<file path="config.mk">
export PLATFORM = sky130hd
export DESIGN_NAME = tcgr_front
export DESIGN_NICKNAME = d
export VERILOG_FILES = /design/src/rtl/tcgr_pkg.sv /design/src/rtl/tcgr_front.sv
export SDC_FILE = /design/constraint.sdc
export NUM_CORES = 1
export LEC_CHECK = 0
export ABC_CLOCK_PERIOD_IN_PS = 1930
export BUFFER_PORTS_ARGS = -buffer_cell sky130_fd_sc_hd__clkbuf_2
export CORE_MARGIN = 5
export CORE_UTILIZATION = 49
export DETAILED_ROUTE_END_ITERATION = 8
export PLACE_DENSITY_LB_ADDON = 0.12
export SKIP_CTS_REPAIR_TIMING = 1
export SYNTH_ARGS = -nofsm -noshare
export SYNTH_HDL_FRONTEND = slang
export SYNTH_SLANG_ARGS = --single-unit
</file>
<file path="constraint.sdc">
create_clock -name clk -period 1.93 [get_ports clk]
set_input_delay 0.193 -clock clk [delete_from_list [all_inputs] [get_ports clk]]
set_output_delay 0.193 -clock clk [all_outputs]
set_load 0.05 [all_outputs]
</file>
<file path="src/rtl/tcgr_pkg.sv">
`timescale 1ns / 1ps
// ----------------------------------------------------------------------------
// tcgr_pkg
// Types and fixed constants shared by the text console glyph renderer.
// ----------------------------------------------------------------------------
package tcgr_pkg;

  // Glyph store: a fixed byte store addressed modulo its size.
  localparam int STORE_BYTES     = 32768;
  localparam int STORE_ADDR_BITS = $clog2(STORE_BYTES);

  // Glyph dimension limits applied to the configured sizes.
  localparam int MAX_GLYPH_WIDTH  = 32;
  localparam int MAX_GLYPH_HEIGHT = 32;

  // Queue sizes.
  localparam int CMDQ_DEPTH    = 4;
  localparam int CMDQ_PTR_BITS = $clog2(CMDQ_DEPTH);
  localparam int CMDQ_CNT_BITS = $clog2(CMDQ_DEPTH + 1);
  localparam int RESQ_DEPTH    = 4;
  localparam int RESQ_PTR_BITS = $clog2(RESQ_DEPTH);
  localparam int RESQ_CNT_BITS = $clog2(RESQ_DEPTH + 1);

  // Configuration port.
  localparam int CFG_INDEX_BITS = 3;
  localparam int CFG_DATA_BITS  = 13;
  localparam logic [CFG_INDEX_BITS-1:0] CFG_SCREEN_WIDTH     = 3'd0;
  localparam logic [CFG_INDEX_BITS-1:0] CFG_SCREEN_HEIGHT    = 3'd1;
  localparam logic [CFG_INDEX_BITS-1:0] CFG_GLYPH_WIDTH      = 3'd2;
  localparam logic [CFG_INDEX_BITS-1:0] CFG_GLYPH_HEIGHT     = 3'd3;
  localparam logic [CFG_INDEX_BITS-1:0] CFG_GLYPH_SIZE_BYTES = 3'd4;

  // Input operations and result kinds.
  localparam logic OP_CONSOLE    = 1'b0;
  localparam logic OP_FONT_WRITE = 1'b1;
  localparam logic KIND_ROW      = 1'b0;
  localparam logic KIND_CLEAR    = 1'b1;

  // Console control characters.
  localparam logic [7:0] CH_TAB      = 8'h09;
  localparam logic [7:0] CH_NEWLINE  = 8'h0A;
  localparam logic [7:0] CH_RETURN   = 8'h0D;
  localparam logic [7:0] CH_ESC_BG   = 8'hFE;
  localparam logic [7:0] CH_ESC_FG   = 8'hFF;

  localparam logic [31:0] FG_RESET = 32'h0000_FF00;

  typedef enum logic [2:0] {
    CMD_FONT_WR = 3'd0,
    CMD_SET_FG  = 3'd1,
    CMD_SET_BG  = 3'd2,
    CMD_NEWLINE = 3'd3,
    CMD_TAB     = 3'd4,
    CMD_RETURN  = 3'd5,
    CMD_CHECK   = 3'd6,
    CMD_GLYPH   = 3'd7
  } cmd_code_t;

  typedef struct packed {
    cmd_code_t                  code;
    logic [STORE_ADDR_BITS-1:0] addr;
    logic [31:0]                data;
  } cmd_t;

  typedef struct packed {
    logic        operation;
    logic [7:0]  data_byte;
    logic [14:0] font_address;
  } in_item_t;

  typedef struct packed {
    logic        kind;
    logic [11:0] pixel_x;
    logic [11:0] pixel_y;
    logic [31:0] row_bits;
    logic [31:0] fg_color;
    logic [31:0] bg_color;
    logic        last;
  } res_item_t;

  // Configuration as seen by the back end, sizes already limited.
  typedef struct packed {
    logic [12:0] screen_width;
    logic [12:0] screen_height;
    logic [5:0]  glyph_width;
    logic [5:0]  glyph_height;
    logic [7:0]  glyph_size_bytes;
    logic [2:0]  bytes_per_row;
  } cfg_t;

endpackage

</file>
<file path="src/rtl/tcgr_front.sv">
`timescale 1ns / 1ps
// ----------------------------------------------------------------------------
// tcgr_front
// Accepts input beats and turns each into a command for the back end, but
// for colour escape payload bytes, which are collected into one command.
// ----------------------------------------------------------------------------
module tcgr_front (
  input  logic              clk,
  input  logic              rst_n,
  input  logic              in_push,
  input  tcgr_pkg::in_item_t in_item,
  output logic              in_full,
  input  logic              cq_full,
  output logic              cq_push,
  output tcgr_pkg::cmd_t    cq_item
);
  import tcgr_pkg::*;

  typedef enum logic [1:0] {
    ESC_NONE = 2'b00,
    ESC_FG   = 2'b01,
    ESC_BG   = 2'b10
  } esc_tgt_t;

  esc_tgt_t    esc_tgt_r, esc_tgt_nxt;
  logic [1:0]  esc_cnt_r, esc_cnt_nxt;
  logic [31:0] esc_col_r, esc_col_nxt;
  logic [31:0] collected;
  logic        accept;

  assign in_full   = cq_full;
  assign accept    = in_push && !cq_full;
  assign collected = esc_col_r | ({24'd0, in_item.data_byte} << {esc_cnt_r, 3'b000});

  always_comb begin
    esc_tgt_nxt  = esc_tgt_r;
    esc_cnt_nxt  = esc_cnt_r;
    esc_col_nxt  = esc_col_r;
    cq_push      = 1'b0;
    cq_item.code = CMD_CHECK;
    cq_item.addr = in_item.font_address[STORE_ADDR_BITS-1:0];
    cq_item.data = {24'd0, in_item.data_byte};
    if (accept) begin
      if (in_item.operation == OP_FONT_WRITE) begin
        cq_push      = 1'b1;
        cq_item.code = CMD_FONT_WR;
      end else if (esc_tgt_r != ESC_NONE) begin
        // Payload beat: the colour is only handed on after the fourth byte.
        if (esc_cnt_r == 2'd3) begin
          cq_push      = 1'b1;
          cq_item.code = (esc_tgt_r == ESC_FG) ? CMD_SET_FG : CMD_SET_BG;
          cq_item.data = collected;
          esc_tgt_nxt  = ESC_NONE;
          esc_cnt_nxt  = 2'd0;
          esc_col_nxt  = 32'd0;
        end else begin
          esc_cnt_nxt = esc_cnt_r + 2'd1;
          esc_col_nxt = collected;
        end
      end else begin
        cq_push = 1'b1;
        case (in_item.data_byte)
          CH_NEWLINE: cq_item.code = CMD_NEWLINE;
          CH_TAB:     cq_item.code = CMD_TAB;
          CH_RETURN:  cq_item.code = CMD_RETURN;
          CH_ESC_FG, CH_ESC_BG: begin
            // The escape byte itself still runs the wrap and clear checks.
            cq_item.code = CMD_CHECK;
            esc_tgt_nxt  = (in_item.data_byte == CH_ESC_FG) ? ESC_FG : ESC_BG;
            esc_cnt_nxt  = 2'd0;
            esc_col_nxt  = 32'd0;
          end
          default:    cq_item.code = CMD_GLYPH;
        endcase
      end
    end
  end

  always_ff @(posedge clk) begin
    if (!rst_n) begin
      esc_tgt_r <= ESC_NONE;
      esc_cnt_r <= 2'd0;
      esc_col_r <= 32'd0;
    end else begin
      esc_tgt_r <= esc_tgt_nxt;
      esc_cnt_r <= esc_cnt_nxt;
      esc_col_r <= esc_col_nxt;
    end
  end

endmodule

</file>
### Word-level counts from Yosys, hierarchy flattened

Cells that the tools add are included.

* equal/unequal tests: 8
* reductions and logical operators: 7
* mux-type cells: 24
* $add $sub $neg: 1
* shift operators: 1
* bitwise logic cells: 2

Operators by type and width (count)
* 2-to-1 mux 32 bit: 7
* bitwise OR 32 bit: 1
* left shift 8 x 5 -> 32 bit: 1
* equality test 8 x 4 -> 1 bit, second input constant: 3
* equality test 8 bit, second input constant: 2
* 2-to-1 mux 2 bit: 8
* 2-to-1 mux 3 bit: 4
* one-hot mux 3 bit (4 select lines): 1
* 2-to-1 mux 1 bit: 4
* AND reduction 4 bit: 1
* nonzero test 2 bit: 2
* AND reduction 3 bit: 1
* adder 2 x 1 -> 2 bit, second input constant: 1
* equality test 2 x 1 -> 1 bit, second input constant: 1
* equality test 2 bit, second input constant: 1
* inequality test 2 x 1 -> 1 bit, second input constant: 1
* OR reduction 2 bit: 1
* logical AND 1 bit: 1
* logical NOT 1 bit: 1
* NOT 1 bit: 1

* output and inout bits: 52
* word-level logic and storage cells: 46
* bits in registers: 36
* input bits: 28

### Longest topological paths before layout

Gate-level depths: netlist (run 1).

* depth in word-level cells: 6
* mapped depth: 6
* depth with buffers taken out: 5

### Worst setup path after synthesis (run 1)

Ideal clock, no wire load.

* path type: input to output
* start: input in_item[16] (netlist bit)
* end: output cq_item[47] (netlist bit)
* stages: 5
* data required time: 1.737 ns
* path slack: -0.571 ns
* path buffers: 1
* data arrival time: 2.308 ns
* cell sequence: clkbuf_1 > nand2b_1 > o22a_1 > or3_1 > a311oi_1

RTL lines
* start: declaration: line tcgr_front.sv:11 `input tcgr_pkg::in_item_t in_item,`
* end: declaration: line tcgr_front.sv:15 `output tcgr_pkg::cmd_t cq_item`

==> results of run 1 <==
-- metal layers --
metal	part of all wire [%]	GRT usage [%]	routed length, um
met2	48	34.2	2900
met4	2.6	10.1	157
met1	41	28.1	2490
met3	7.9	4.94	477
met5	0	0	0
-- logic make-up after synthesis --
| kind of cell | count (synthesis) |
|---|---|
| adders and majority gates | 1 |
| AOI/OAI and AO/OA | 77 |
| and+or+nand+nor | 91 |
| DFF | 36 |
| buffers and inverters | 45 |
-- Yosys cell counts (2+ instances only) --
master	number
buf_12	3
nor3_1	2
inv_1	2
nand4_1	3
nor2b_1	3
nor2_1	32
o21ai_0	2
a41oi_1	32
nand3_1	2
or3_1	2
nand2_1	4
clkbuf_1	11
nand2b_1	3
o21ai_1	2
buf_4	16
dfxtp_1	36
o22a_1	2
a22o_1	8
and2_1	3
nor2_2	30
a21oi_1	25
o21bai_1	2
buf_2	12
-- power by group through the flow --
stage / Sequential (mW) / Combinational (mW) / Clock, mW
6_report: 0.740 / 0.211 / 0.539
5_1_grt: 0.739 / 0.220 / 0.573
4_1_cts: 0.742 / 0.200 / 0.546
3_5_place_dp: 0.760 / 0.199 / 0
3_3_place_gp: 0.760 / 0.198 / 0
2_1_floorplan: 0.760 / 0.218 / 0
-- per-stage QoR --
stage                     cell area (sq um)  std cells  setup TNS (ps)  power (mW)
final                                  2980        340               0        1.49
after global placement                 2680        329               0       0.958
after detailed placement               2680        329               0       0.959
after CTS                              2770        337           -1970        1.49
after global routing                   2980        340           -67.3        1.53
after floorplan                        2110        250           -1830       0.978
-- final cells by class --
| class | count | area [sq um] | area share [%] |
|---|---|---|---|
| Clock inverter | 1 | 8.76 | 0.294 |
| Inverter | 2 | 7.51 | 0.252 |
| Timing Repair Buffer | 75 | 897 | 30.2 |
| Sequential cell | 36 | 729 | 24.5 |
| Multi-Input combinational cell | 169 | 1190 | 40.1 |
| Tap cell | 50 | 62.6 | 2.10 |
| Clock buffer | 7 | 76.3 | 2.57 |
-- sequential cells by signal (all words and copies together) (netlist names) --
| register | flops |
|---|---|
| esc_cnt_r | 2 |
| esc_tgt_r | 2 |
| esc_col_r | 32 |
-- tightest hold or removal path, stage by stage --
cell,delay [ps]
clkbuf_2,160
nand2_1,90
o21ai_0,60
-- worst max path at each step --
stage / slack (ps) / endpoint / from / depth (start not counted)
5_1_grt: -10 / cq_item[6] / esc_tgt_r[1] / 5
4_1_cts: -130 / cq_item[49] / esc_tgt_r[1] / 5
6_report: 20 / cq_item[6] / esc_tgt_r[1] / 5
3_5_place_dp: 120 / cq_item[47] / in_item[19] / 6
3_3_place_gp: 160 / cq_item[47] / in_item[16] / 6
2_1_floorplan: -90 / cq_item[11] / esc_cnt_r[0] / 4
==> out/results.ini, run 1 <==
[setup_path]
cp.arrival_ps=1710
crit_slowest_cell=dfxtp_4
critical_path.most_common_cell=buf_4
start_kind=flop
worstReg2RegEnd=esc_col_r[7]
cp.required_ps=1740
r2r_cells=6
slowest_delay_ps=380
critPathBufInv=2
worst-setup-path-type=flop to output pin
end_kind=output pin
cp_max_fo=8
path_cells=or2_4, and3_4, buf_4, a22o_1, buf_4
rr_startpoint=esc_tgt_r[1]
rrSetupSlack_ps=70
cp_top_family=simple AND/OR/NAND/NOR gates

[placed_design]
place.port_buffers=49
dp_hpwl_um=4030
gp_congestion=0.833
preCtsSetupSlack_ps=122

[power_and_ir_drop]
p_int_mw=1.07
ir_drop_uv=484
p_seq_share_pct=49.6
cellLeakagePower_nw=1.07
p_sw_mw=0.419
clkPwrFrac_pct=36.2
swShare_pct=28.1
p_per_area_mw_per_mm2=501
p_comb_share_pct=14.2

[min_path]
hp-class=input pin to flop
holdPathStages=3
min_from=rst_n
min_to=esc_cnt_r[1]

[sta]
clock_skew_ps=3.91
tightest_slew_ps=537
setup_viol=0
max_freq_mhz=525
hold_violations=0
fin_crit_sh_pct=98.8
slew_viol_final=0
setup_ws_ps=23.5
min_period_ps=1910
maxSlewHeadroom_pct=64.1
hold_ws_ps=243

[synth]
async_flop_share_pct=0
synth.avg_cell_area_sq_um=8.35
yosys_warnings=0
syn-cell-area_sq_mm=0.00209
yosys.area_share.simple_pct=23.8
synth_mux_area_share_pct=0
ys_ff_latch=36
syn_inst=250
yosysTopAreaCell=dfxtp_1
yosys.area_share.adder_pct=0.599
synth.area.top_cells=dfxtp_1 (35%), a41oi_1 (13%), nor2_2 (9.0%)
synthDistinctLibCells=36
synth-edff-count=0
yosysTopAreaCellShare_pct=34.5
synth_nets=279
synth_ff_type=dfxtp_1
synth_top_family_by_area=compound AO/OA/AOI/OAI gates
synth_compound_area_share_pct=27.0
synthXorXnorAreaFrac_pct=0
synth_seq_area_share_pct=34.5

[floorplan]
die_w_um=75.3
die_h_um=75.3
io_pins=80
dieArea_sq_mm=0.00567
core_sq_mm=0.00406
std_cell_rows=23
initial_core_util_pct=51.5

[detailed_routing]
drt_iter0_drc=134
wirelength_um=6030
drt.antenna.violating_nets=0
wl_per_cell_um=17.7
routed-via-count=2040
dr.pass1.iters=4
vias_per_cell=6.00
drc=0

[cells_and_area]
nets=318
drive_gt1_share_pct=50.0
final_common_cell=nor2_2
layout_common_cells=nor2_2 (47), dfxtp_1 (33), a41oi_1 (32), buf_4 (27), buf_12 (26)
fillers=310
syn_to_final_growth_pct=42.5
num_antenna_cells=0
post-route-util_pct=73.3

[global_routing]
overflow=0
grt_pass1_vias=1898
grt_pass1_wl_um=9230
antenna_found_initial=0
track_usage_pct=21.7
grt_start_max_net_pins=34

[clock_network]
htree_levels=2
path_clk_slew_ps=70
cts_tree=built
cts-root-buf=clkbuf_8
clock_sinks=36
ctsLongestPathBuffers=2
numCtsBuffers=5
insertion_delay_ps=290

[run_status]
run_status=finished clean

[job]
maxCapViolCount=0

Note: power is estimated with default switching activity, not from simulation.
==> inputs of run 2 (changes only) <==
GPL_TIMING_DRIVEN = 1   (was unset)
PLACE_DENSITY = 0.8   (was unset)
PLACE_DENSITY_LB_ADDON = unset   (was 0.12)
==> out/results.ini, run 2 (same netlist as run 1, synthesis figures left out) <==
[clock_network]
cts_tree=built
insertion_delay_ps=290
numCtsBuffers=5
ctsLongestPathBuffers=2
clock_sinks=36
path_clk_slew_ps=70
cts-root-buf=clkbuf_8
htree_levels=2

[detailed_routing]
drt.antenna.violating_nets=0
wl_per_cell_um=19.8
routed-via-count=2222
dr.pass1.iters=7
drc=0
drt_iter0_drc=230
wirelength_um=6860
vias_per_cell=6.42

[setup_path]
path_cells=or2_4, and3_4, buf_4, a22o_1, buf_4
cp_max_fo=8
worst-setup-path-type=flop to output pin
critical_path.most_common_cell=buf_4
slowest_delay_ps=360
cp.required_ps=1740
cp.arrival_ps=1710
end_kind=output pin
crit_slowest_cell=dfxtp_4
start_kind=flop

[cells_and_area]
layout_common_cells=nor2_2 (48), buf_4 (33), a41oi_1 (32), dfxtp_1 (32), buf_12 (29)
largest_reg_flops=32
multi_input_area_sq_mm=0.00123
final_common_cell=nor2_2
final_area_sq_mm=0.00310
post-route-util_pct=76.3
seq_area_sq_um=736
nets=325
largestRegisters=esc_col_r x32, esc_cnt_r x2, esc_tgt_r x2
num_antenna_cells=0
layout.cells.non_filler=346
fillers=253
top_register=esc_col_r
drive_gt1_share_pct=54.1
syn_to_final_growth_pct=48.2

[floorplan]
dieArea_sq_mm=0.00567
die_h_um=75.3
std_cell_rows=23
core_sq_mm=0.00406
initial_core_util_pct=51.5
io_pins=80
die_w_um=75.3

[sta]
slew_viol_final=0
tightest_slew_ps=576
fin_crit_sh_pct=98.6
setup_viol=0
clock_skew_ps=7.76
min_period_ps=1900
hold_ws_ps=258
setup_ws_ps=27.6
max_freq_mhz=526
hold_violations=0
maxSlewHeadroom_pct=61.4

[placed_design]
dp_hpwl_um=4290
placed_cell_area_sq_mm=0.00274
gp_congestion=0.843
place.port_buffers=49
place_inst=330
preCtsSetupSlack_ps=108

[global_routing]
grt_pass1_wl_um=9560
grt_start_max_net_pins=34
antenna_found_initial=0
overflow=0
grt_pass1_vias=2003
track_usage_pct=22.1

[power_and_ir_drop]
cellLeakagePower_nw=1.10
p_per_area_mw_per_mm2=474
ir_drop_uv=483

[min_path]
hp-class=input pin to flop

[job]
maxCapViolCount=0

[run_status]
run_status=finished clean

run 2: changes by cell type in the layout (fill, tap and decap cells not counted), sizes merged:
cell | before | now
clkinvlp | 0 | 1
clkbuf | 22 | 20
buf | 60 | 67
run 2: worst paths after layout:
path,start,to,slack (ps),cells past startpoint
worst min register to register,esc_col_r[16],esc_col_r[16],470,2
worst min-delay path,rst_n,esc_cnt_r[0],260,3
worst max-delay path,esc_tgt_r[1],cq_item[1],30,5
worst max register to register,esc_tgt_r[1],esc_col_r[5],130,5
run 2: worst max-delay path, delay by kind of cell (launching register included):
family	cells	cell delay, ps
AOI/OAI and AO/OA	1	240
DFF	1	360
buffers and inverters	2	350
and+or+nand+nor	2	460
run 2: power breakdown:
group | switching (mW) | total, mW | internal, mW
clock | 0.274 | 0.518 | 0.244
sequential | 0.000132 | 0.737 | 0.737
combinational | 0.139 | 0.213 | 0.0734
run 2: cell type report:
cell class | instances | area share [%]
Clock inverter | 2 | 0.404
Inverter | 2 | 0.243
Multi-Input combinational cell | 169 | 39.7
Tap cell | 50 | 2.02
Timing Repair Buffer | 82 | 31.6
Clock buffer | 5 | 2.22
Sequential cell | 36 | 23.8
run 2: layer usage:
layer	routed length (um)	track usage (%)	share of wire, %
met3	628	5.87	9.2
met1	2550	27.4	37
met2	3500	35.9	51
met5	0	0	0
met4	182	9.51	2.7
run 2: stage by stage:
stage	power [mW]	TNS, ps
6_report	1.47	0
5_1_grt	1.52	-21.0
4_1_cts	1.47	-2530
3_5_place_dp	0.956	0
3_3_place_gp	0.953	0
2_1_floorplan	0.978	-1830
