===== src/rtl/tcgr_pkg.sv =====
`timescale 1ns / 1ps
// ----------------------------------------------------------------------------
// tcgr_pkg
// Types and fixed constants shared by the text console glyph renderer.
// ----------------------------------------------------------------------------
package tcgr_pkg;

  // Glyph store: a fixed byte store addressed modulo its size.
  localparam int STORE_BYTES     = 32768;
  localparam int STORE_ADDR_BITS = $clog2(STORE_BYTES);

  // Glyph dimension limits applied to the configured sizes.
  localparam int MAX_GLYPH_WIDTH  = 32;
  localparam int MAX_GLYPH_HEIGHT = 32;

  // Queue sizes.
  localparam int CMDQ_DEPTH    = 4;
  localparam int CMDQ_PTR_BITS = $clog2(CMDQ_DEPTH);
  localparam int CMDQ_CNT_BITS = $clog2(CMDQ_DEPTH + 1);
  localparam int RESQ_DEPTH    = 4;
  localparam int RESQ_PTR_BITS = $clog2(RESQ_DEPTH);
  localparam int RESQ_CNT_BITS = $clog2(RESQ_DEPTH + 1);

  // Configuration port.
  localparam int CFG_INDEX_BITS = 3;
  localparam int CFG_DATA_BITS  = 13;
  localparam logic [CFG_INDEX_BITS-1:0] CFG_SCREEN_WIDTH     = 3'd0;
  localparam logic [CFG_INDEX_BITS-1:0] CFG_SCREEN_HEIGHT    = 3'd1;
  localparam logic [CFG_INDEX_BITS-1:0] CFG_GLYPH_WIDTH      = 3'd2;
  localparam logic [CFG_INDEX_BITS-1:0] CFG_GLYPH_HEIGHT     = 3'd3;
  localparam logic [CFG_INDEX_BITS-1:0] CFG_GLYPH_SIZE_BYTES = 3'd4;

  // Input operations and result kinds.
  localparam logic OP_CONSOLE    = 1'b0;
  localparam logic OP_FONT_WRITE = 1'b1;
  localparam logic KIND_ROW      = 1'b0;
  localparam logic KIND_CLEAR    = 1'b1;

  // Console control characters.
  localparam logic [7:0] CH_TAB      = 8'h09;
  localparam logic [7:0] CH_NEWLINE  = 8'h0A;
  localparam logic [7:0] CH_RETURN   = 8'h0D;
  localparam logic [7:0] CH_ESC_BG   = 8'hFE;
  localparam logic [7:0] CH_ESC_FG   = 8'hFF;

  localparam logic [31:0] FG_RESET = 32'h0000_FF00;

  typedef enum logic [2:0] {
    CMD_FONT_WR = 3'd0,
    CMD_SET_FG  = 3'd1,
    CMD_SET_BG  = 3'd2,
    CMD_NEWLINE = 3'd3,
    CMD_TAB     = 3'd4,
    CMD_RETURN  = 3'd5,
    CMD_CHECK   = 3'd6,
    CMD_GLYPH   = 3'd7
  } cmd_code_t;

  typedef struct packed {
    cmd_code_t                  code;
    logic [STORE_ADDR_BITS-1:0] addr;
    logic [31:0]                data;
  } cmd_t;

  typedef struct packed {
    logic        operation;
    logic [7:0]  data_byte;
    logic [14:0] font_address;
  } in_item_t;

  typedef struct packed {
    logic        kind;
    logic [11:0] pixel_x;
    logic [11:0] pixel_y;
    logic [31:0] row_bits;
    logic [31:0] fg_color;
    logic [31:0] bg_color;
    logic        last;
  } res_item_t;

  // Configuration as seen by the back end, sizes already limited.
  typedef struct packed {
    logic [12:0] screen_width;
    logic [12:0] screen_height;
    logic [5:0]  glyph_width;
    logic [5:0]  glyph_height;
    logic [7:0]  glyph_size_bytes;
    logic [2:0]  bytes_per_row;
  } cfg_t;

endpackage


===== src/rtl/tcgr_res_queue.sv =====
`timescale 1ns / 1ps
// ----------------------------------------------------------------------------
// tcgr_res_queue
// Result queue that decouples the back end from the receiver.
// ----------------------------------------------------------------------------
module tcgr_res_queue (
  input  logic                                   clk,
  input  logic                                   rst_n,
  input  logic                                   push,
  input  tcgr_pkg::res_item_t                    push_item,
  output logic [tcgr_pkg::RESQ_CNT_BITS-1:0]     count,
  input  logic                                   pop,
  output tcgr_pkg::res_item_t                    head,
  output logic                                   empty
);
  import tcgr_pkg::*;

  res_item_t                slots [RESQ_DEPTH];
  logic [RESQ_PTR_BITS-1:0] wr_ptr_r, rd_ptr_r;
  logic [RESQ_CNT_BITS-1:0] count_r;
  logic                     full, do_push, do_pop;

  assign full    = (count_r == RESQ_CNT_BITS'(RESQ_DEPTH));
  assign empty   = (count_r == '0);
  assign count   = count_r;
  assign do_push = push && !full;
  assign do_pop  = pop && !empty;
  assign head    = slots[rd_ptr_r];

  always_ff @(posedge clk) begin
    if (do_push) begin
      slots[wr_ptr_r] <= push_item;
    end
  end

  always_ff @(posedge clk) begin
    if (!rst_n) begin
      wr_ptr_r <= '0;
      rd_ptr_r <= '0;
      count_r  <= '0;
    end else begin
      if (do_push) begin
        wr_ptr_r <= wr_ptr_r + 1'b1;
      end
      if (do_pop) begin
        rd_ptr_r <= rd_ptr_r + 1'b1;
      end
      if (do_push && !do_pop) begin
        count_r <= count_r + 1'b1;
      end else if (do_pop && !do_push) begin
        count_r <= count_r - 1'b1;
      end
    end
  end

endmodule


===== config.mk =====
export PLATFORM = sky130hd
export DESIGN_NAME = tcgr_res_queue
export DESIGN_NICKNAME = d
export VERILOG_FILES = /design/src/rtl/tcgr_pkg.sv /design/src/rtl/tcgr_res_queue.sv
export SDC_FILE = /design/constraint.sdc
export NUM_CORES = 1
export LEC_CHECK = 0
export BUFFER_PORTS_ARGS = -buffer_cell sky130_fd_sc_hd__buf_2
export CORE_AREA = 2 2 182 184
export DETAILED_ROUTE_END_ITERATION = 8
export DIE_AREA = 0 0 184 186
export PLACE_DENSITY = 0.78
export SKIP_CTS_REPAIR_TIMING = 1
export SLEW_MARGIN = 20
export SYNTH_ARGS = -nofsm -noshare
export SYNTH_HDL_FRONTEND = slang
export SYNTH_SLANG_ARGS = --single-unit
export TNS_END_PERCENT = 100

===== constraint.sdc =====
create_clock -name clk -period 5.15 [get_ports clk]
set_input_delay 0.7725 -clock clk [delete_from_list [all_inputs] [get_ports clk]]
set_output_delay 0.7725 -clock clk [all_outputs]
set_load 0.01 [all_outputs]

Word-level counts from Yosys, hierarchy flattened
Memory sizes are Yosys's and may differ from the RTL's. A register that Yosys moved wholly into a read port is not among the register bits.
Index checks and enable logic that the tools add are counted.
{"block": "totals", "ff_bits": 7, "ramBits": 488, "out_inout_bits": 126, "elab_cells": 25, "memories": 1}
{"memory": "slots", "depth": 4, "width": 122, "rd": 1, "rd_clocked_by_memory_dff": 1, "wr": 1, "line": "tcgr_res_queue.sv:18", "source": "res_item_t slots [RESQ_DEPTH];"}
{"block": "op_classes", "addsub": 4, "n_eq_ne": 1, "n_mux": 6, "reduce_logical": 10}
{"operator": "3-bit 2-to-1 mux", "count": 2}
{"operator": "2-bit by 1-bit adder with 2-bit output, second input constant", "count": 2}
{"operator": "1-bit logical AND", "count": 4}
{"operator": "1-bit logical NOT", "count": 4}
{"operator": "2-bit 2-to-1 mux", "count": 2}
{"operator": "3-bit by 1-bit adder with 3-bit output, second input constant", "count": 1}
{"operator": "3-bit == test, second input constant", "count": 1}
{"operator": "3-bit logical NOT", "count": 1}
{"operator": "3-bit by 1-bit subtractor with 3-bit output, second input constant", "count": 1}
{"operator": "1-bit 2-to-1 mux", "count": 2}
{"operator": "2-bit nonzero test", "count": 1}

Longest topological paths before layout
Gate-level depths: netlist (run 1).
{"block": "depth", "depth_word": 7, "ltp_mapped": 8, "mapped_depth_nobuf": 8}

Least setup slack after synthesis (run 1)
Ideal clock, no wire load.
{"block": "synth_path", "path_kind": "in2reg", "start": "in push", "end": "mem slots[0][0] (netlist bit) (enable)", "setup_time_ns": 0.495, "t_arrival_ns": 3.900, "required_time_ns": 4.655, "slack_ns": 0.755, "path_stages": 2, "path_buffers": 0, "path_cell_list": "a21boi_2 and2_1"}
{"block": "synth_via", "elab_chain_cells": 3}
{"item": "start: declaration", "line": "tcgr_res_queue.sv:9", "source": "input logic push,"}
{"item": "1-bit logical AND", "line": "tcgr_res_queue.sv:26", "source": "assign do_push = push && !full;"}
{"item": "1-bit 2-to-1 mux", "line": "tcgr_res_queue.sv:31", "source": "if (do_push) begin"}
{"item": "1-bit 2-to-1 mux (not written as such)", "line": "tcgr_res_queue.sv:32", "source": "slots[wr_ptr_r] <= push_item;"}
{"item": "end: declaration", "line": "tcgr_res_queue.sv:18"}
Every way passes these cells.

==> impl_metrics.ini, run 1 <==
[synthesis]
ys_seq_elements = 497
avgSynthCellArea_um2 = 26.4
yosys_warnings = 0
synthCells = 685
syn_area_um2 = 18100
syn_nets = 817
ys_seq_area_frac = 0.821
ys_types = 24

[floorplanning]
dieArea_um2 = 34200
die_y_um = 186
coreArea_um2 = 32200
io_pins = 252
die_w_um = 184
rows = 66
initial_core_util = 0.561

[routing]
final_antenna_net_count = 0
wl_per_cell_um = 22.8
dr.pass1.iters = 4
drtIter0Drc = 581
route.detailed.drc = 0
vias = 8054
drt_wl_total_mm = 32.4
vias_per_cell = 5.66

[power]
power.density_nw_per_um2 = 503
ir_drop_v = 0.000305
fin_total_pwr_mw = 10.7
p_leak_nw = 7.10

[layout]
layout-drive-gt1-share = 0.448
final_util = 0.661
final_cells = 1422
design_area_um2 = 21300
syn_to_final_growth_pct = 17.9
most-common-layout-cells = edfxtp_1 (488), buf_2 (251), mux4_2 (122)
nets = 1098
n_fill_cell = 2038
final_common_cell = edfxtp_1

[critical_path]
arrival_ps = 2700
start_kind = flop
cp_max_fo = 54
path_class = flop to output pin
rrSetupSlack_ps = 2520
end_kind = output pin
worstPathRequired_ps = 4380

[grt]
grt_max_degree = 74
antenna_found_initial = 14
grt_pass1_vias = 8492
grt_pass1_wl_mm = 48.2
overflow = 0
grt_usage = 0.190

[placement]
place_congestion = 0.758
place_inst = 1325
port_buffers = 251
dp_hpwl_mm = 19.3
preCtsSetupSlack_ps = 2180
place_area_um2 = 19800

[clock_network]
clock_sinks = 497
htree_levels = 2
cts_tree = yes
cts_buffers = 47
clock_latency_ps = 550
clock_tree.root_cell = clkbuf_16
clockBufferDepth = 3
clk_pin_slew_ps = 60

[job]
drv_cap = 0

[sta]
min_period_over_period = 0.675
setup_ws_ps = 1670
setup_viol = 0
tightest_slew_ps = 978
setup_tns_ps = 0
rsz0062_at_grt = false
max_freq_mhz = 288
maxSlewHeadroom = 0.348
fin_crit_ps = 3480
clock-skew-final_ps = 22.9
finalMaxSlewViolations = 0
finalHoldViolCount = 0
holdWs_ps = 436

[outcome]
outcome = finished, final reports clean

[worst_hold_path]
min_path_type = input pin to flop
state kept, by name (all words and copies together), names as in the netlist, named ones only:
| signal | count |
|---|---|
| slots | 488 |
| count | 3 |
| wr_ptr_r | 2 |
| rd_ptr_r | 2 |
metal layers:
layer / global-route usage / routed length [um] / vias to the layer above
met5: 0 / 79 / -
met4: 0.0579 / 745 / 12
met3: 0.0679 / 3100 / 64
met2: 0.302 / 15800 / 291
met1: 0.251 / 12700 / 4153
li1: - / - / 3534
final cells by class:
cell class,count,area [um2],share of cell area
Antenna cell,9,22.5,0.00106
Clock buffer,68,1300,0.0609
Clock inverter,20,178,0.00834
Inverter,3,11.3,0.000529
Multi-Input combinational cell,156,3030,0.142
Sequential cell,497,14800,0.697
Tap cell,408,510,0.0240
Timing Repair Buffer,261,1410,0.0660
worst paths after layout:
path / start / endpoint / cells after the start
worst max-delay path: flop / head[1] / 3
worst min-delay path: push_item[3] / slots[2][3] / 1
worst max register to register: count[0] / slots[3][95] / 4
worst min register to register: wr_ptr_r[0] / wr_ptr_r[0] / 2
cell usage after synthesis:
cell type,number,area share
a21boi_0,1,0.00042
a21boi_2,1,0.00062
and2_1,8,0.0028
buf_2,13,0.0036
buf_6,9,0.0056
buf_8,1,0.00083
clkbuf_1,6,0.0012
dfxtp_1,9,0.010
edfxtp_1,488,0.81
fa_1,1,0.0011
ha_1,5,0.0035
inv_1,3,0.00062
mux2i_1,3,0.0017
mux4_2,122,0.15
nand2_1,4,0.00083
nor2_1,1,0.00021
nor2b_1,1,0.00035
nor3_1,1,0.00028
o21ai_0,1,0.00028
o311ai_0,1,0.00048
o31ai_1,1,0.00042
or3_1,1,0.00035
xnor2_1,3,0.0015
xor2_1,1,0.00048
where the power goes:
group	leakage [nW]	internal (mW)	total [mW]	switching (mW)
combinational	1.84	1.15	2.31	1.16
sequential	4.55	4.91	5.13	0.219
clock	0.716	1.90	3.27	1.37
total	7.10	7.96	10.7	2.76
critical path, cell delays in order (launching register included):
cell and delay (ps):
dfxtp_4 820, buf_12 440, mux4_2 600, buf_2 160
kinds of logic (layout without fill, tap and decap cells):
kind of cell / after synthesis / after routing / share of synthesized area
AO/OA/AOI/OAI: 5 / 5 / 0.00222
buffers and inverters: 32 / 352 / 0.0119
adder cells (fa/ha/maj): 6 / 6 / 0.00457
AND/OR/NAND/NOR: 16 / 16 / 0.00478
XOR/XNOR: 4 / 4 / 0.00194
flip-flops: 497 / 497 / 0.821
multiplexers: 125 / 125 / 0.154
other: 0 / 9 / 0
Note: power is estimated with default switching activity, not from simulation.
==> inputs of run 2 (changes only) <==
Clock period 5.15 ns to 3.5 ns, I/O delays scaled along.
==> run 2 against run 1 <==
Largest cell class unchanged. Sequential cell count did not move. Clock-buffer cell count decreased by 10. Design area up 0.55%. Global-route usage increased by 0.52 points. Die area unchanged. Largest power group unchanged. Clock skew down 6.9 ps. Utilization up 0.37 points. Critical path depth is the same. Setup slack lost 1000 ps. Sequential power up 46%. Final cell count unchanged.
==> impl_metrics.ini, run 2 (synthesis results as in run 1) <==
[placement]
port_buffers = 251
dp_hpwl_mm = 19.3
place_congestion = 0.726
place_area_um2 = 19900

[grt]
grt_pass1_vias = 8663
grt_max_degree = 123
grt_pass1_wl_mm = 49.9
grt_usage = 0.196
antenna_found_initial = 5
overflow = 0

[critical_path]
cp_max_fo = 47
path_class = flop to output pin
max_stage_delay_ps = 600
end_kind = output pin
arrival_ps = 2340
start_kind = flop
r2r-start = count[0]
worstPathRequired_ps = 2970
rrSetupSlack_ps = 1150
critPathBufInv = 2
worst-r2r-cell-count = 8
reg2reg_to = count[2]
slowest_stage = mux4_2
critPathTopFamily = multiplexers
crit_chain = buf_12 -> mux4_2 -> buf_2

[layout]
design_area_um2 = 21400
final_common_cell = edfxtp_1
layout-drive-gt1-share = 0.461
most-common-layout-cells = edfxtp_1 (488), buf_2 (251), mux4_2 (122)
nets = 1101
largest_register_ffs = 488
syn_to_final_growth_pct = 18.5
largest-register = slots

[clock_network]
cts_buffers = 48
clock_sinks = 497
cts_tree = yes
clk_pin_slew_ps = 60
clockBufferDepth = 3
clock_tree.root_cell = clkbuf_16
clock_latency_ps = 540
htree_levels = 2

[routing]
final_antenna_net_count = 0
drt_wl_total_mm = 32.8
drtIter0Drc = 712
dr.pass1.iters = 7
route.detailed.drc = 0
vias = 8063
vias_per_cell = 5.67
wl_per_cell_um = 23.1

[power]
power.density_nw_per_um2 = 743
ir_drop_v = 0.000543
p_leak_nw = 7.16

[job]
drv_cap = 0

[floorplanning]
die_y_um = 186
die_w_um = 184
coreArea_um2 = 32200
initial_core_util = 0.561
rows = 66
io_pins = 252
dieArea_um2 = 34200

[worst_hold_path]
min_path_type = input pin to flop
hp-start = push_item[68]
hold_end = slots[0][68]
whs_path_depth = 1

[sta]
tightest_slew_ps = 799
rsz0062_at_grt = false
setup_tns_ps = 0
max_freq_mhz = 349
finalHoldViolCount = 0
fin_crit_ps = 2870
min_period_over_period = 0.820
setup_viol = 0
finalMaxSlewViolations = 0
clock-skew-final_ps = 16.0
maxSlewHeadroom = 0.467

[outcome]
outcome = finished, final reports clean
## run 2: changes by cell type in the layout (fill, tap and decap cells not counted)
cell / previous run / this run
inv_6: 1 / 2
clkbuf_1: 18 / 7
clkinv_8: 1 / 0
buf_12: 6 / 11
diode_2: 9 / 5
clkbuf_16: 48 / 49
clkinv_4: 0 / 1
buf_4: 4 / 1
clkinv_2: 5 / 12
clkinvlp_4: 0 / 4
## run 2: worst max-delay path by stage
stage	end	slack [ps]	cells past startpoint
after floorplan	slots[0][0]	660	3
after global placement	head[21]	1150	3
after detailed placement	count[2]	1120	8
after CTS	head[12]	550	3
after global routing	head[99]	460	3
final	head[116]	630	3
## run 2: where the power goes
| part | switching [mW] | leakage [nW] | internal (mW) | total [mW] |
|---|---|---|---|---|
| clock | 2.08 | 0.745 | 2.83 | 4.91 |
| combinational | 1.81 | 1.86 | 1.71 | 3.52 |
| sequential | 0.240 | 4.55 | 7.23 | 7.47 |
| total | 4.13 | 7.16 | 11.8 | 15.9 |
## run 2: final cells by class
cell class | instances | area [um2]
flip-flops and latches | 497 | 14800
fillers | 2052 | 10800
multi-input cells | 156 | 3030
repair buffers | 263 | 1480
clock buffers | 58 | 1280
well taps | 408 | 510
clock inverters | 32 | 244
diodes | 5 | 12.5
inverters | 3 | 11.3
## run 2: through the flow
step | hold WS, ps | util | cells | power, mW | setup slack, ps
floorplan | 468 | - | 685 | 9.89 | 657
global placement | 486 | 0.617 | 1327 | 11.1 | 1150
detailed placement | 497 | 0.617 | 1327 | 11.2 | 1120
CTS | 163 | 0.665 | 1417 | 16.1 | 555
global route | 176 | 0.665 | 1418 | 16.6 | 456
finish | 191 | 0.665 | 1422 | 15.9 | 631
## run 2: metal layers
layer  up-vias  share of wire  global-route usage
met5         -        0.00040                   0
met4         2          0.017              0.0486
met3        56          0.084              0.0573
met2       281           0.49               0.313
met1      4190           0.41               0.270
li1       3534              -                   -
==> inputs of run 3 (changes only) <==
Settings changed: ABC_AREA from default to 1, CORE_AREA 2 2 182 184 to 2 2 184 186, DIE_AREA 0 0 184 186 to 0 0 186 188.
Clock period 3.5 ns to 3 ns, I/O delays scaled along.
==> run 3 against run 2 <==
Clock power rose by 16%. First-iteration DRC count rose by 33%. Clock skew fell by 10 ps. Via count rose by 38%. Critical path type unchanged. Largest cell class unchanged. Highest routed layer unchanged.
==> impl_metrics.ini, run 3 <==
[outcome]
outcome = finished, final reports clean

[floorplanning]
dieArea_um2 = 35000
rows = 67
die_y_um = 188
die_w_um = 186
coreArea_um2 = 33100
initial_core_util = 0.559
io_pins = 252

[layout]
layout-drive-gt1-share = 0.229
nets = 1627
syn_to_final_growth_pct = 17.6
final_common_cell = edfxtp_1
largest_register_ffs = 488
most-common-layout-cells = edfxtp_1 (488), nor2_1 (254), buf_2 (251)
final_util = 0.657
largest-register = slots
final_cells = 1981
design_area_um2 = 21800

[critical_path]
r2r-start = count[1]
end_kind = output pin
worstPathRequired_ps = 2550
slowest_stage = buf_4
arrival_ps = 2240
critPathTopFamily = buffers and inverters
reg2reg_to = count[1]
max_stage_delay_ps = 440
critPathBufInv = 3
crit_chain = inv_6 -> buf_4 -> o21ai_1 -> o22ai_1 -> buf_2
rrSetupSlack_ps = 960
worst-r2r-cell-count = 9
cp_max_fo = 56
path_class = flop to output pin
start_kind = flop

[placement]
dp_hpwl_mm = 22.3
place_inst = 1893
preCtsSetupSlack_ps = 879
place_congestion = 0.729
port_buffers = 251
place_area_um2 = 20300

[synthesis]
ys_types = 20
synthCells = 1248
synth_area_leaders = edfxtp_1 (79%), o21ai_0 (5.5%), nor2_1 (5.2%)
yosys_warnings = 0
syn_area_um2 = 18500
yosysTopAreaCell = edfxtp_1
avgSynthCellArea_um2 = 14.8
syn_nets = 1380
synthFlopType = edfxtp_1
synth_top_area_frac = 0.792
synth_edf_count = 488
ys_seq_area_frac = 0.801
ys_seq_elements = 497
synth_common_cells = edfxtp_1 (488), nor2_1 (258), o21ai_0 (205)
async_flop_share = 0
synth_most_common_cell = edfxtp_1

[grt]
overflow = 0
grt_max_degree = 151
grt_usage = 0.221
grt_pass1_vias = 11100
antenna_found_initial = 10
grt_pass1_wl_mm = 60.1

[clock_network]
clock_sinks = 497
clock_latency_ps = 530
clockBufferDepth = 3
cts_buffers = 48
cts_tree = yes
htree_levels = 2
clock_tree.root_cell = clkbuf_16
clk_pin_slew_ps = 60

[sta]
rsz0062_at_grt = false
finalHoldViolCount = 0
min_period_over_period = 0.898
maxSlewHeadroom = 0.515
fin_crit_ps = 2690
max_freq_mhz = 371
tightest_slew_ps = 727
setup_viol = 0
setup_tns_ps = 0
setup_ws_ps = 305
finalMaxSlewViolations = 0
clock-skew-final_ps = 5.88
holdWs_ps = 129

[routing]
drt_wl_total_mm = 39.3
wl_per_cell_um = 19.8
vias = 11200
dr.pass1.iters = 5
vias_per_cell = 5.63
route.detailed.drc = 0
drtIter0Drc = 950
final_antenna_net_count = 0

[power]
p_leak_nw = 7.61
fin_total_pwr_mw = 18.7
ir_drop_v = 0.000773
power.density_nw_per_um2 = 859

[job]
drv_cap = 0

[worst_hold_path]
whs_path_depth = 1
hold_end = slots[3][50]
min_path_type = input pin to flop
hp-start = push_item[50]
==> run 3: cell types whose count changed after synthesis, moves of 8 or more <==
cell      previous run  this run
and2_1               8         0
buf_2               13        24
buf_4                0         9
clkbuf_1             6        33
inv_1                3        15
mux4_2             122         0
nand2_1              4        15
nor2_1               1       258
o21ai_0              1       205
o21ai_1              0        40
o22ai_1              0       122
==> run 3: how the worst max path moves through the flow <==
stage | cells after the start | to | startpoint
6_report | 5 | head[70] | flop
5_1_grt | 5 | head[115] | flop
4_1_cts | 5 | head[70] | flop
3_5_place_dp | 5 | head[38] | flop
3_3_place_gp | 5 | head[109] | flop
2_1_floorplan | 4 | slots[0][0] | count[0]
==> run 3: area by class of cell <==
cell class / count / area [um2]
Inverter: 17 / 70.1
Clock buffer: 55 / 1250
Multi-Input combinational cell: 655 / 3180
Antenna cell: 5 / 12.5
Timing Repair Buffer: 276 / 1620
Clock inverter: 28 / 228
Fill cell: 2281 / 11300
Sequential cell: 497 / 14800
Tap cell: 448 / 561
==> run 3: logic make-up after synthesis <==
family	share of synthesized area
adders and majority gates	0.00446
and+or+nand+nor	0.0569
xor gates and xnor gates	0.000473
AOI/OAI and AO/OA	0.108
buffers and inverters	0.0285
DFF	0.801
==> run 3: metal layers <==
layer,track usage,share of wire
met5,0,0.0020
met4,0.0597,0.022
met3,0.0707,0.089
met2,0.362,0.48
met1,0.287,0.40
==> run 3: report_power, final <==
part,total [mW],switching [mW],internal [mW]
logic,4.39,2.95,1.44
clock network,5.68,2.38,3.30
registers,8.62,0.188,8.44
total,18.7,5.52,13.2
